## src/ase_pkg.sv

```systemverilog
// shared types, character constants and helpers for the alarm sentence encoder
`timescale 1ns / 1ps
`default_nettype none

package ase_pkg;

    localparam int VALUE_W  = 27;
    localparam int BCD_DIGS = 9;

    // one report as it is pushed in
    typedef struct packed {
        logic                 kind;
        logic [VALUE_W-1:0]   value;
        logic [4:0]           hour;
        logic [5:0]           minute;
        logic [5:0]           second;
    } in_item_t;

    // one sentence byte as it is popped out
    typedef struct packed {
        logic [7:0] out_byte;
        logic       last_byte;
    } out_item_t;

    // decoded sentence handed from the front to the back
    typedef struct packed {
        logic            kind;
        logic [5:0][3:0] hms;
        logic [2:0][3:0] nnn;
        logic [4:0][3:0] val;
        logic [7:0]      state_ch;
        logic [7:0]      csum;
    } sent_rec_t;

    localparam logic KIND_ALARM  = 1'b0;
    localparam logic KIND_ANALOG = 1'b1;

    localparam logic [7:0] CH_DOLLAR = 8'h24;
    localparam logic [7:0] CH_X      = 8'h58;
    localparam logic [7:0] CH_Y      = 8'h59;
    localparam logic [7:0] CH_A      = 8'h41;
    localparam logic [7:0] CH_L      = 8'h4C;
    localparam logic [7:0] CH_R      = 8'h52;
    localparam logic [7:0] CH_V      = 8'h56;
    localparam logic [7:0] CH_B      = 8'h42;
    localparam logic [7:0] CH_COMMA  = 8'h2C;
    localparam logic [7:0] CH_STAR   = 8'h2A;
    localparam logic [7:0] CH_CR     = 8'h0D;
    localparam logic [7:0] CH_LF     = 8'h0A;

    function automatic logic [7:0] digit_char(input logic [3:0] d);
        return {4'h3, d};
    endfunction

    function automatic logic [7:0] hex_char(input logic [3:0] nib);
        logic [7:0] ch;
        if (nib < 4'd10)
        begin
            ch = {4'h3, nib};
        end
        else
        begin
            ch = CH_A + {4'h0, nib} - 8'd10;
        end
        return ch;
    endfunction

endpackage

`default_nettype wire

```

## src/ase_front.sv

```systemverilog
// front: accepts reports, converts the value to decimal and builds the sentence record
`timescale 1ns / 1ps
`default_nettype none

module ase_front (
    input  wire                 clk,
    input  wire                 rst_n,
    input  wire                 push,
    output logic                full,
    input  ase_pkg::in_item_t   item,
    input  wire                 q_full,
    output logic                q_push,
    output ase_pkg::sent_rec_t  q_rec
);

    localparam int BCD_W = 4 * ase_pkg::BCD_DIGS;
    localparam logic [4:0] STEPS = 5'(ase_pkg::VALUE_W);

    logic                        busy_reg, busy_next;
    logic [4:0]                  cnt_reg, cnt_next;
    logic [ase_pkg::VALUE_W-1:0] bin_reg, bin_next;
    logic [BCD_W-1:0]            bcd_reg, bcd_next;
    logic                        kind_reg, kind_next;
    logic [5:0][3:0]             hms_reg, hms_next;

    logic [BCD_W-1:0]            adj;
    logic                        accept;
    logic                        done;
    logic [ase_pkg::BCD_DIGS-1:0][3:0] d;
    logic [7:0]                  sum;

    // two decimal digits of a value below 64
    function automatic logic [7:0] to_bcd2(input logic [5:0] v);
        logic [3:0] tens;
        logic [5:0] ones;
        if (v >= 6'd60)      tens = 4'd6;
        else if (v >= 6'd50) tens = 4'd5;
        else if (v >= 6'd40) tens = 4'd4;
        else if (v >= 6'd30) tens = 4'd3;
        else if (v >= 6'd20) tens = 4'd2;
        else if (v >= 6'd10) tens = 4'd1;
        else                 tens = 4'd0;
        ones = v - 6'({2'b00, tens} * 6'd10);
        return {tens, ones[3:0]};
    endfunction

    always_comb
    begin
        // add-3 correction of every digit before the shift
        for (int i = 0; i < ase_pkg::BCD_DIGS; i++)
        begin
            adj[4*i +: 4] = (bcd_reg[4*i +: 4] >= 4'd5) ? bcd_reg[4*i +: 4] + 4'd3
                                                         : bcd_reg[4*i +: 4];
        end

        done   = busy_reg && (cnt_reg == 5'd0);
        q_push = done && !q_full;
        full   = busy_reg && !q_push;
        accept = push && !full;

        busy_next = busy_reg;
        cnt_next  = cnt_reg;
        bin_next  = bin_reg;
        bcd_next  = bcd_reg;
        kind_next = kind_reg;
        hms_next  = hms_reg;

        if (accept)
        begin
            busy_next = 1'b1;
            cnt_next  = STEPS;
            bin_next  = item.value;
            bcd_next  = '0;
            kind_next = item.kind;
            hms_next  = {to_bcd2({1'b0, item.hour}), to_bcd2(item.minute),
                         to_bcd2(item.second)};
        end
        else if (q_push)
        begin
            busy_next = 1'b0;
        end
        else if (busy_reg && (cnt_reg != 5'd0))
        begin
            bcd_next = {adj[BCD_W-2:0], bin_reg[ase_pkg::VALUE_W-1]};
            bin_next = {bin_reg[ase_pkg::VALUE_W-2:0], 1'b0};
            cnt_next = cnt_reg - 5'd1;
        end
    end

    // record assembly and checksum from the finished conversion
    always_comb
    begin
        d = bcd_reg;

        q_rec.kind = kind_reg;
        q_rec.hms  = hms_reg;
        if (kind_reg == ase_pkg::KIND_ALARM)
        begin
            q_rec.nnn = {d[2], d[1], d[0]};
        end
        else
        begin
            q_rec.nnn = {d[7], d[6], d[5]};
        end
        q_rec.val = {d[4], d[3], d[2], d[1], d[0]};

        // value/1000 == 1 means the thousands digit is one and all above it zero
        if ({d[2], d[1], d[0]} == 12'h000)
        begin
            q_rec.state_ch = ase_pkg::CH_B;
        end
        else if ({d[8], d[7], d[6], d[5], d[4]} == 20'h00000 && d[3] == 4'd1)
        begin
            q_rec.state_ch = ase_pkg::CH_A;
        end
        else
        begin
            q_rec.state_ch = ase_pkg::CH_V;
        end

        sum = ase_pkg::CH_X ^ ase_pkg::CH_Y ^ ase_pkg::CH_A ^ ase_pkg::CH_L
            ^ ase_pkg::CH_COMMA ^ ase_pkg::CH_COMMA ^ ase_pkg::CH_COMMA
            ^ ((kind_reg == ase_pkg::KIND_ANALOG) ? ase_pkg::CH_V : ase_pkg::CH_R);
        for (int i = 0; i < 6; i++)
        begin
            sum = sum ^ ase_pkg::digit_char(hms_reg[i]);
        end
        for (int i = 0; i < 3; i++)
        begin
            sum = sum ^ ase_pkg::digit_char(q_rec.nnn[i]);
        end
        if (kind_reg == ase_pkg::KIND_ANALOG)
        begin
            for (int i = 0; i < 5; i++)
            begin
                sum = sum ^ ase_pkg::digit_char(q_rec.val[i]);
            end
        end
        else
        begin
            sum = sum ^ q_rec.state_ch;
        end
        q_rec.csum = sum;
    end

    always_ff @(posedge clk or negedge rst_n)
    begin
        if (!rst_n)
        begin
            busy_reg <= 1'b0;
            cnt_reg  <= 5'd0;
        end
        else
        begin
            busy_reg <= busy_next;
            cnt_reg  <= cnt_next;
        end
    end

    always_ff @(posedge clk)
    begin
        bin_reg  <= bin_next;
        bcd_reg  <= bcd_next;
        kind_reg <= kind_next;
        hms_reg  <= hms_next;
    end

endmodule

`default_nettype wire

```

## src/ase_queue.sv

```systemverilog
// short queue of decoded sentence records between front and back
`timescale 1ns / 1ps
`default_nettype none

module ase_queue #(
    parameter int DEPTH = 2
) (
    input  wire                 clk,
    input  wire                 rst_n,
    input  wire                 wr,
    input  ase_pkg::sent_rec_t  wr_data,
    output logic                q_full,
    input  wire                 rd,
    output logic                q_empty,
    output ase_pkg::sent_rec_t  rd_data
);

    localparam int PTR_W = (DEPTH > 1) ? $clog2(DEPTH) : 1;
    localparam int CNT_W = $clog2(DEPTH + 1);
    localparam logic [PTR_W-1:0] PTR_LAST = PTR_W'(DEPTH - 1);
    localparam logic [CNT_W-1:0] CNT_MAX  = CNT_W'(DEPTH);
    localparam logic [PTR_W-1:0] PTR_ONE  = PTR_W'(1);
    localparam logic [CNT_W-1:0] CNT_ONE  = CNT_W'(1);

    ase_pkg::sent_rec_t slot_reg [DEPTH];
    logic [PTR_W-1:0]   wr_ptr_reg, wr_ptr_next;
    logic [PTR_W-1:0]   rd_ptr_reg, rd_ptr_next;
    logic [CNT_W-1:0]   cnt_reg, cnt_next;
    logic               do_wr, do_rd;

    always_comb
    begin
        q_full  = (cnt_reg == CNT_MAX);
        q_empty = (cnt_reg == '0);
        do_wr   = wr && !q_full;
        do_rd   = rd && !q_empty;
        rd_data = slot_reg[rd_ptr_reg];

        wr_ptr_next = wr_ptr_reg;
        rd_ptr_next = rd_ptr_reg;
        cnt_next    = cnt_reg;
        if (do_wr)
        begin
            wr_ptr_next = (wr_ptr_reg == PTR_LAST) ? '0 : wr_ptr_reg + PTR_ONE;
        end
        if (do_rd)
        begin
            rd_ptr_next = (rd_ptr_reg == PTR_LAST) ? '0 : rd_ptr_reg + PTR_ONE;
        end
        if (do_wr && !do_rd)
        begin
            cnt_next = cnt_reg + CNT_ONE;
        end
        else if (do_rd && !do_wr)
        begin
            cnt_next = cnt_reg - CNT_ONE;
        end
    end

    always_ff @(posedge clk or negedge rst_n)
    begin
        if (!rst_n)
        begin
            wr_ptr_reg <= '0;
            rd_ptr_reg <= '0;
            cnt_reg    <= '0;
        end
        else
        begin
            wr_ptr_reg <= wr_ptr_next;
            rd_ptr_reg <= rd_ptr_next;
            cnt_reg    <= cnt_next;
        end
    end

    always_ff @(posedge clk)
    begin
        if (do_wr)
        begin
            slot_reg[wr_ptr_reg] <= wr_data;
        end
    end

endmodule

`default_nettype wire

```

## src/ase_back.sv

```systemverilog
// back: walks a sentence record byte by byte into the output register
`timescale 1ns / 1ps
`default_nettype none

module ase_back (
    input  wire                 clk,
    input  wire                 rst_n,
    input  wire                 q_empty,
    input  ase_pkg::sent_rec_t  q_rec,
    output logic                q_pop,
    output logic                empty,
    input  wire                 pop,
    output ase_pkg::out_item_t  result
);

    localparam logic [4:0] POS_LAST   = 5'd27;
    localparam logic [4:0] ALARM_TAIL = 5'd19;
    localparam logic [4:0] TAIL_SKIP  = 5'd4;

    logic [4:0]         idx_reg, idx_next;
    logic               out_valid_reg, out_valid_next;
    ase_pkg::out_item_t out_reg, out_next;

    logic [4:0]         pos;
    logic [7:0]         ch;
    logic               last;
    logic               advance;
    logic               take;

    always_comb
    begin
        // the alarm sentence has four fewer bytes: its tail maps onto the analog tail
        if (q_rec.kind == ase_pkg::KIND_ALARM && idx_reg >= ALARM_TAIL)
        begin
            pos = idx_reg + TAIL_SKIP;
        end
        else
        begin
            pos = idx_reg;
        end
        last = (pos == POS_LAST);

        case (pos)
            5'd0:  ch = ase_pkg::CH_DOLLAR;
            5'd1:  ch = ase_pkg::CH_X;
            5'd2:  ch = ase_pkg::CH_Y;
            5'd3:  ch = ase_pkg::CH_A;
            5'd4:  ch = ase_pkg::CH_L;
            5'd5:  ch = (q_rec.kind == ase_pkg::KIND_ANALOG) ? ase_pkg::CH_V : ase_pkg::CH_R;
            5'd6:  ch = ase_pkg::CH_COMMA;
            5'd7:  ch = ase_pkg::digit_char(q_rec.hms[5]);
            5'd8:  ch = ase_pkg::digit_char(q_rec.hms[4]);
            5'd9:  ch = ase_pkg::digit_char(q_rec.hms[3]);
            5'd10: ch = ase_pkg::digit_char(q_rec.hms[2]);
            5'd11: ch = ase_pkg::digit_char(q_rec.hms[1]);
            5'd12: ch = ase_pkg::digit_char(q_rec.hms[0]);
            5'd13: ch = ase_pkg::CH_COMMA;
            5'd14: ch = ase_pkg::digit_char(q_rec.nnn[2]);
            5'd15: ch = ase_pkg::digit_char(q_rec.nnn[1]);
            5'd16: ch = ase_pkg::digit_char(q_rec.nnn[0]);
            5'd17: ch = ase_pkg::CH_COMMA;
            5'd18: ch = (q_rec.kind == ase_pkg::KIND_ANALOG)
                        ? ase_pkg::digit_char(q_rec.val[4]) : q_rec.state_ch;
            5'd19: ch = ase_pkg::digit_char(q_rec.val[3]);
            5'd20: ch = ase_pkg::digit_char(q_rec.val[2]);
            5'd21: ch = ase_pkg::digit_char(q_rec.val[1]);
            5'd22: ch = ase_pkg::digit_char(q_rec.val[0]);
            5'd23: ch = ase_pkg::CH_STAR;
            5'd24: ch = ase_pkg::hex_char(q_rec.csum[7:4]);
            5'd25: ch = ase_pkg::hex_char(q_rec.csum[3:0]);
            5'd26: ch = ase_pkg::CH_CR;
            5'd27: ch = ase_pkg::CH_LF;
            default: ch = 8'h00;
        endcase

        // output register reloads when it is empty or its byte is taken
        advance = !out_valid_reg || pop;
        take    = advance && !q_empty;
        q_pop   = take && last;
        empty   = !out_valid_reg;
        result  = out_reg;

        idx_next       = idx_reg;
        out_valid_next = out_valid_reg;
        out_next       = out_reg;
        if (advance)
        begin
            out_valid_next = !q_empty;
        end
        if (take)
        begin
            out_next.out_byte  = ch;
            out_next.last_byte = last;
            idx_next           = last ? 5'd0 : idx_reg + 5'd1;
        end
    end

    always_ff @(posedge clk or negedge rst_n)
    begin
        if (!rst_n)
        begin
            idx_reg       <= 5'd0;
            out_valid_reg <= 1'b0;
        end
        else
        begin
            idx_reg       <= idx_next;
            out_valid_reg <= out_valid_next;
        end
    end

    always_ff @(posedge clk)
    begin
        out_reg <= out_next;
    end

endmodule

`default_nettype wire

```

## src/alarm_sentence_encoder_core.sv

```systemverilog
// top level of the alarm sentence encoder
//
// usage: reports are pushed on the input queue port (push, full, item); a transfer
// happens at a clock edge with push high and full low. each report comes out as
// an ascii sentence, one byte per transfer on the result queue port (empty, pop,
// result): 24 bytes for the alarm kind, 28 for the analog kind, with last_byte
// set on the closing line feed.
// a report passes the front end converter, the record queue and the back end
// output register before its first byte shows on result. throughput: the
// 27-step binary to decimal converter in the front end takes a new report once
// the last is queued; the back end emits one byte per cycle while pop is high.
// stall: when pop stays low the output register holds its byte, the record
// queue (QUEUE_DEPTH sentences) fills, and then full stays high until space frees up.
// reset: rst_n clears all control state; the block comes up empty and ready.
`timescale 1ns / 1ps
`default_nettype none

module alarm_sentence_encoder_core #(
    parameter int QUEUE_DEPTH = 2
) (
    input  wire                 clk,
    input  wire                 rst_n,
    input  wire                 push,
    output logic                full,
    input  ase_pkg::in_item_t   item,
    output logic                empty,
    input  wire                 pop,
    output ase_pkg::out_item_t  result
);

    logic               fq_push;
    logic               fq_full;
    ase_pkg::sent_rec_t fq_wr_rec;
    logic               bq_pop;
    logic               bq_empty;
    ase_pkg::sent_rec_t bq_rd_rec;

    ase_front u_front (
        .clk    (clk),
        .rst_n  (rst_n),
        .push   (push),
        .full   (full),
        .item   (item),
        .q_full (fq_full),
        .q_push (fq_push),
        .q_rec  (fq_wr_rec)
    );

    ase_queue #(
        .DEPTH (QUEUE_DEPTH)
    ) u_queue (
        .clk     (clk),
        .rst_n   (rst_n),
        .wr      (fq_push),
        .wr_data (fq_wr_rec),
        .q_full  (fq_full),
        .rd      (bq_pop),
        .q_empty (bq_empty),
        .rd_data (bq_rd_rec)
    );

    ase_back u_back (
        .clk     (clk),
        .rst_n   (rst_n),
        .q_empty (bq_empty),
        .q_rec   (bq_rd_rec),
        .q_pop   (bq_pop),
        .empty   (empty),
        .pop     (pop),
        .result  (result)
    );

endmodule

`default_nettype wire

```

## config.mk

```make
export PLATFORM = sky130hd
export DESIGN_NAME = alarm_sentence_encoder_core
export DESIGN_NICKNAME = d
export VERILOG_FILES = /design/src/ase_pkg.sv /design/src/ase_front.sv /design/src/ase_queue.sv /design/src/ase_back.sv /design/src/alarm_sentence_encoder_core.sv
export SDC_FILE = /design/constraint.sdc
export NUM_CORES = 1
export LEC_CHECK = 0
export ABC_AREA = 1
export BUFFER_PORTS_ARGS = -buffer_cell sky130_fd_sc_hd__buf_4
export CAP_MARGIN = 10
export CELL_PAD_IN_SITES_DETAIL_PLACEMENT = 2
export CELL_PAD_IN_SITES_GLOBAL_PLACEMENT = 2
export CORE_UTILIZATION = 42
export CTS_CLUSTER_SIZE = 24
export DETAILED_ROUTE_END_ITERATION = 12
export PLACE_DENSITY = 0.84
export SLEW_MARGIN = 0
export SYNTH_ARGS = -nofsm -noshare
export SYNTH_HDL_FRONTEND = slang
export SYNTH_SLANG_ARGS = --single-unit
```

## constraint.sdc

```tcl
create_clock -name clk -period 7.12 [get_ports clk]
set_input_delay 0.356 -clock clk [delete_from_list [all_inputs] [get_ports clk]]
set_output_delay 0.356 -clock clk [all_outputs]
set_load 0.05 [all_outputs]
```

==> impl_results.md <==
* Post-Synthesis Net Count at 1388
* Pwr Density at 473 mW/mm²
* I/O Buffers at 58
* Global Route Usage Sum at 28.6%
* Drt wl/cell at 22.6 µm
* Total number of vias at 9418
* Final min period at 3.67 ns
* GP Congestion at 0.913
* Root buf cell: clkbuf_16
* Peak supply drop at 0.202 mV
* Worst-path clk slew at 0.06 ns
* Top Ports at 60
* Synth cell types at 48
* Die width at 169 µm
* Largest net degree at the start of global routing at 63
* Later-pin clock latency in the skew report at 0.53 ns
* Max transition margin at 31.9%
* CP Max Fanout at 55
* Initial DRC count at 757
* Reg area at 0.00647 mm²
* Sw frac at 44.1%
* Fin crit share at 51.5%
* Final worst slack at 3.45 ns
* Number of warnings issued by yosys at 0
* Sequential power share at 35.7%
* Fmax at 272 MHz
* Post-layout util at 49.4%
* Final setup fails at 0
* Final Instance Area at 0.0135 mm²
* Final max-slew violation count at 0
* Vias in the first global route at 10400
* Die Area at 0.0287 mm²
* CP Capture Type: flop
* Placed cells at 1701
* Die Ht at 169 µm
* Post-DRT Antenna Nets at 0
* Cts bufs inserted at 26
* Mapped Area at 0.0118 mm²
* Worst Path Required at 7.39 ns
* Clk sinks at 230
* RSZ-0062 raised after global routing: no
* Setup WS pre-CTS at 3.51 ns
* # fillers at 2936
* Multi-input logic area at 0.00461 mm²
* Average vias per placed instance at 5.37
* Initial antenna violation count at 0
* Max FFs per register at 122
* Post-synth EDFFs at 178
* Fin. Hold Viols at 0
* Combinational share of power at 43.2%
* Dpl cell area at 0.0126 mm²
* Syn Area/Cell at 9.06 µm²
* Share of layout cells above drive strength 1 at 10.9%
* Max-cap violations at 0
* Fin cells at 1754
* Synth Flop Type: edfxtp_1
* Run status: complete, no violations
* Remaining global-route overflow at 0
* Leak at 5.95 nW
* Final setup skew at 0.0100 ns
* Final #Nets at 1450
* Sequential area share after synthesis at 54.9%
* Post-synth ARST share at 6.96%
* H-tree depth at 1
* Core ar. at 0.0273 mm²
* Antenna fix cells at 0
* Clock tree buffer depth at 3
* Layout area overhead at 14.4%
* Total Power at 6.38 mW
* Crit path launch type: flop
* Mapped Cells at 1300
* Drt pass-1 iters at 5
* Fin Hold WS at 0.0125 ns
* WS Path Type: reg2reg
* Clock share of power at 21.1%
* Worst endpoint data arrival time at 3.94 ns
* Worst min-delay path class: in2reg
* CTS tree: built
* # DRC at 0
* Register bit count reported by yosys at 230
* Initial Utilization at 43.2%
* Worst slew pin tran at 1.01 ns
* PostCTS Resize Cnt at 0
* Sw power at 2.81 mW
* Register-to-Register Setup Slack at 3.45 ns
* Post-DP HPWL at 26900 µm
* Int Pwr at 3.56 mW
* First-pass GRT wire length at 62100 µm
* Setup TNS at 0 ns
* Placement row count at 60
* WL final at 39600 µm
[Yosys cell counts (2+ instances only)]
cell / count / area, µm²
a31oi_1: 2 / 12.5
fa_1: 3 / 60.1
buf_2: 8 / 40.0
nor3_2: 2 / 20.0
a21oi_1: 37 / 185
edfxtp_1: 178 / 5350
nand2_4: 2 / 22.5
buf_1: 3 / 11.3
nor3b_1: 2 / 15.0
inv_1: 137 / 514
o31ai_1: 3 / 22.5
o21ai_1: 4 / 20.0
nor3_1: 9 / 45.0
nand3_1: 65 / 325
xnor2_1: 31 / 272
buf_4: 3 / 22.5
nor2_1: 89 / 334
nor2_4: 5 / 56.3
ha_1: 36 / 450
a211oi_1: 2 / 15.0
nand2_1: 430 / 1610
nor2_2: 5 / 31.3
inv_2: 4 / 15.0
clkbuf_1: 20 / 75.1
dfrtp_1: 16 / 400
xor2_1: 35 / 307
o211ai_1: 9 / 67.6
o21ai_0: 74 / 370
dfxtp_1: 36 / 721
buf_6: 3 / 33.8
or2_2: 6 / 37.5
nand4_1: 12 / 75.1
o21bai_1: 3 / 22.5
nand2_2: 12 / 75.1
[placed cells by master (no fill, tap or decap), types with 2 or more instances in the layout]
| cell | netlist | routed |
|---|---|---|
| a211oi_1 | 2 | 2 |
| a21oi_1 | 37 | 37 |
| a31oi_1 | 2 | 2 |
| buf_4 | 3 | 66 |
| clkbuf_1 | 20 | 7 |
| clkbuf_16 | 0 | 27 |
| clkbuf_8 | 0 | 5 |
| clkinv_1 | 1 | 3 |
| clkinv_2 | 0 | 4 |
| clkinvlp_4 | 0 | 2 |
| dfrtp_1 | 16 | 15 |
| dfxtp_1 | 36 | 36 |
| dlygate4sd3_1 | 0 | 5 |
| edfxtp_1 | 178 | 178 |
| fa_1 | 3 | 3 |
| ha_1 | 36 | 36 |
| inv_1 | 137 | 137 |
| inv_2 | 4 | 4 |
| nand2_1 | 430 | 430 |
| nand2_2 | 12 | 12 |
| nand2_4 | 2 | 2 |
| nand3_1 | 65 | 65 |
| nand4_1 | 12 | 12 |
| nor2_1 | 89 | 87 |
| nor2_2 | 5 | 4 |
| nor2_4 | 5 | 8 |
| nor3_1 | 9 | 9 |
| nor3_2 | 2 | 2 |
| nor3b_1 | 2 | 2 |
| o211ai_1 | 9 | 9 |
| o21ai_0 | 74 | 74 |
| o21ai_1 | 4 | 4 |
| o21bai_1 | 3 | 3 |
| o31ai_1 | 3 | 3 |
| or2_2 | 6 | 6 |
| xnor2_1 | 31 | 31 |
| xor2_1 | 35 | 35 |
[power by group through the flow]
stage,Combinational [mW],Clock [mW],Sequential (mW)
after floorplan,1.84,0,2.22
after global placement,2.48,0,2.26
after detailed placement,2.69,0,2.28
after CTS,2.77,1.37,2.27
after global routing,3.06,1.41,2.31
final,2.75,1.35,2.28
[worst paths after layout]
kind	startpoint	endpoint	depth (start not counted)
hold / removal	pop	u_back.out_valid_reg	2
hold reg to reg	u_queue.cnt_reg[0]	u_queue.cnt_reg[0]	1
min in group asynchronous	rst_n	u_queue.cnt_reg[0]	2
setup / recovery	u_front.cnt_reg[0]	u_front.bin_reg[16]	13
max in group asynchronous	rst_n	u_queue.rd_ptr_reg	2
setup reg to reg	u_front.cnt_reg[0]	u_front.bin_reg[16]	13
[what timing repair did]
action                    CTS  global route
hold buffers                5             0
hold endpoints to repair   20             0
setup buffers               0             0
[final cells by class]
type                       instances  area share, %
sequential                       230           48.0
clock inverter                     9          0.539
tap                              372           3.46
clock buffer                      39           5.72
timing repair buffer              71           4.05
inverter                         143           4.00
multi-input combinational        890           34.2
[cell families (layout without fill, tap and decap cells)]
family,count (synthesis),in the layout,synth area share (%)
AOI/OAI and AO/OA,138,138,6.46
xor gates and xnor gates,66,66,4.91
adders and majority gates,39,39,4.33
buffers and inverters,180,262,6.13
DFF,230,230,54.9
muxes,1,1,0.0850
other,1,1,0.0318
and+or+nand+nor,645,645,23.1
[critical path, cell delays in order (launching register included)]
cell and delay (ns):
dfrtp_1 0.40, inv_1 0.12, ha_1 0.20, nor3b_1 0.23, inv_1 0.10, nor2_1 0.23, nand3_1 0.30, inv_2 0.18
nor2_1 0.10, nor2_4 0.08, buf_4 0.54, inv_2 0.60, nand2_1 0.22, nand2_1 0.10
[metal layers]
layer | wire length, µm | global-route usage (%) | part of all wire [%]
met4 | 1500 | 10.7 | 3.8
met3 | 1500 | 3.38 | 3.8
met1 | 16500 | 36.1 | 42
met2 | 20100 | 50.2 | 51
met5 | 0 | 0 | 0
No activity file was read; power rests on OpenSTA's default activity.
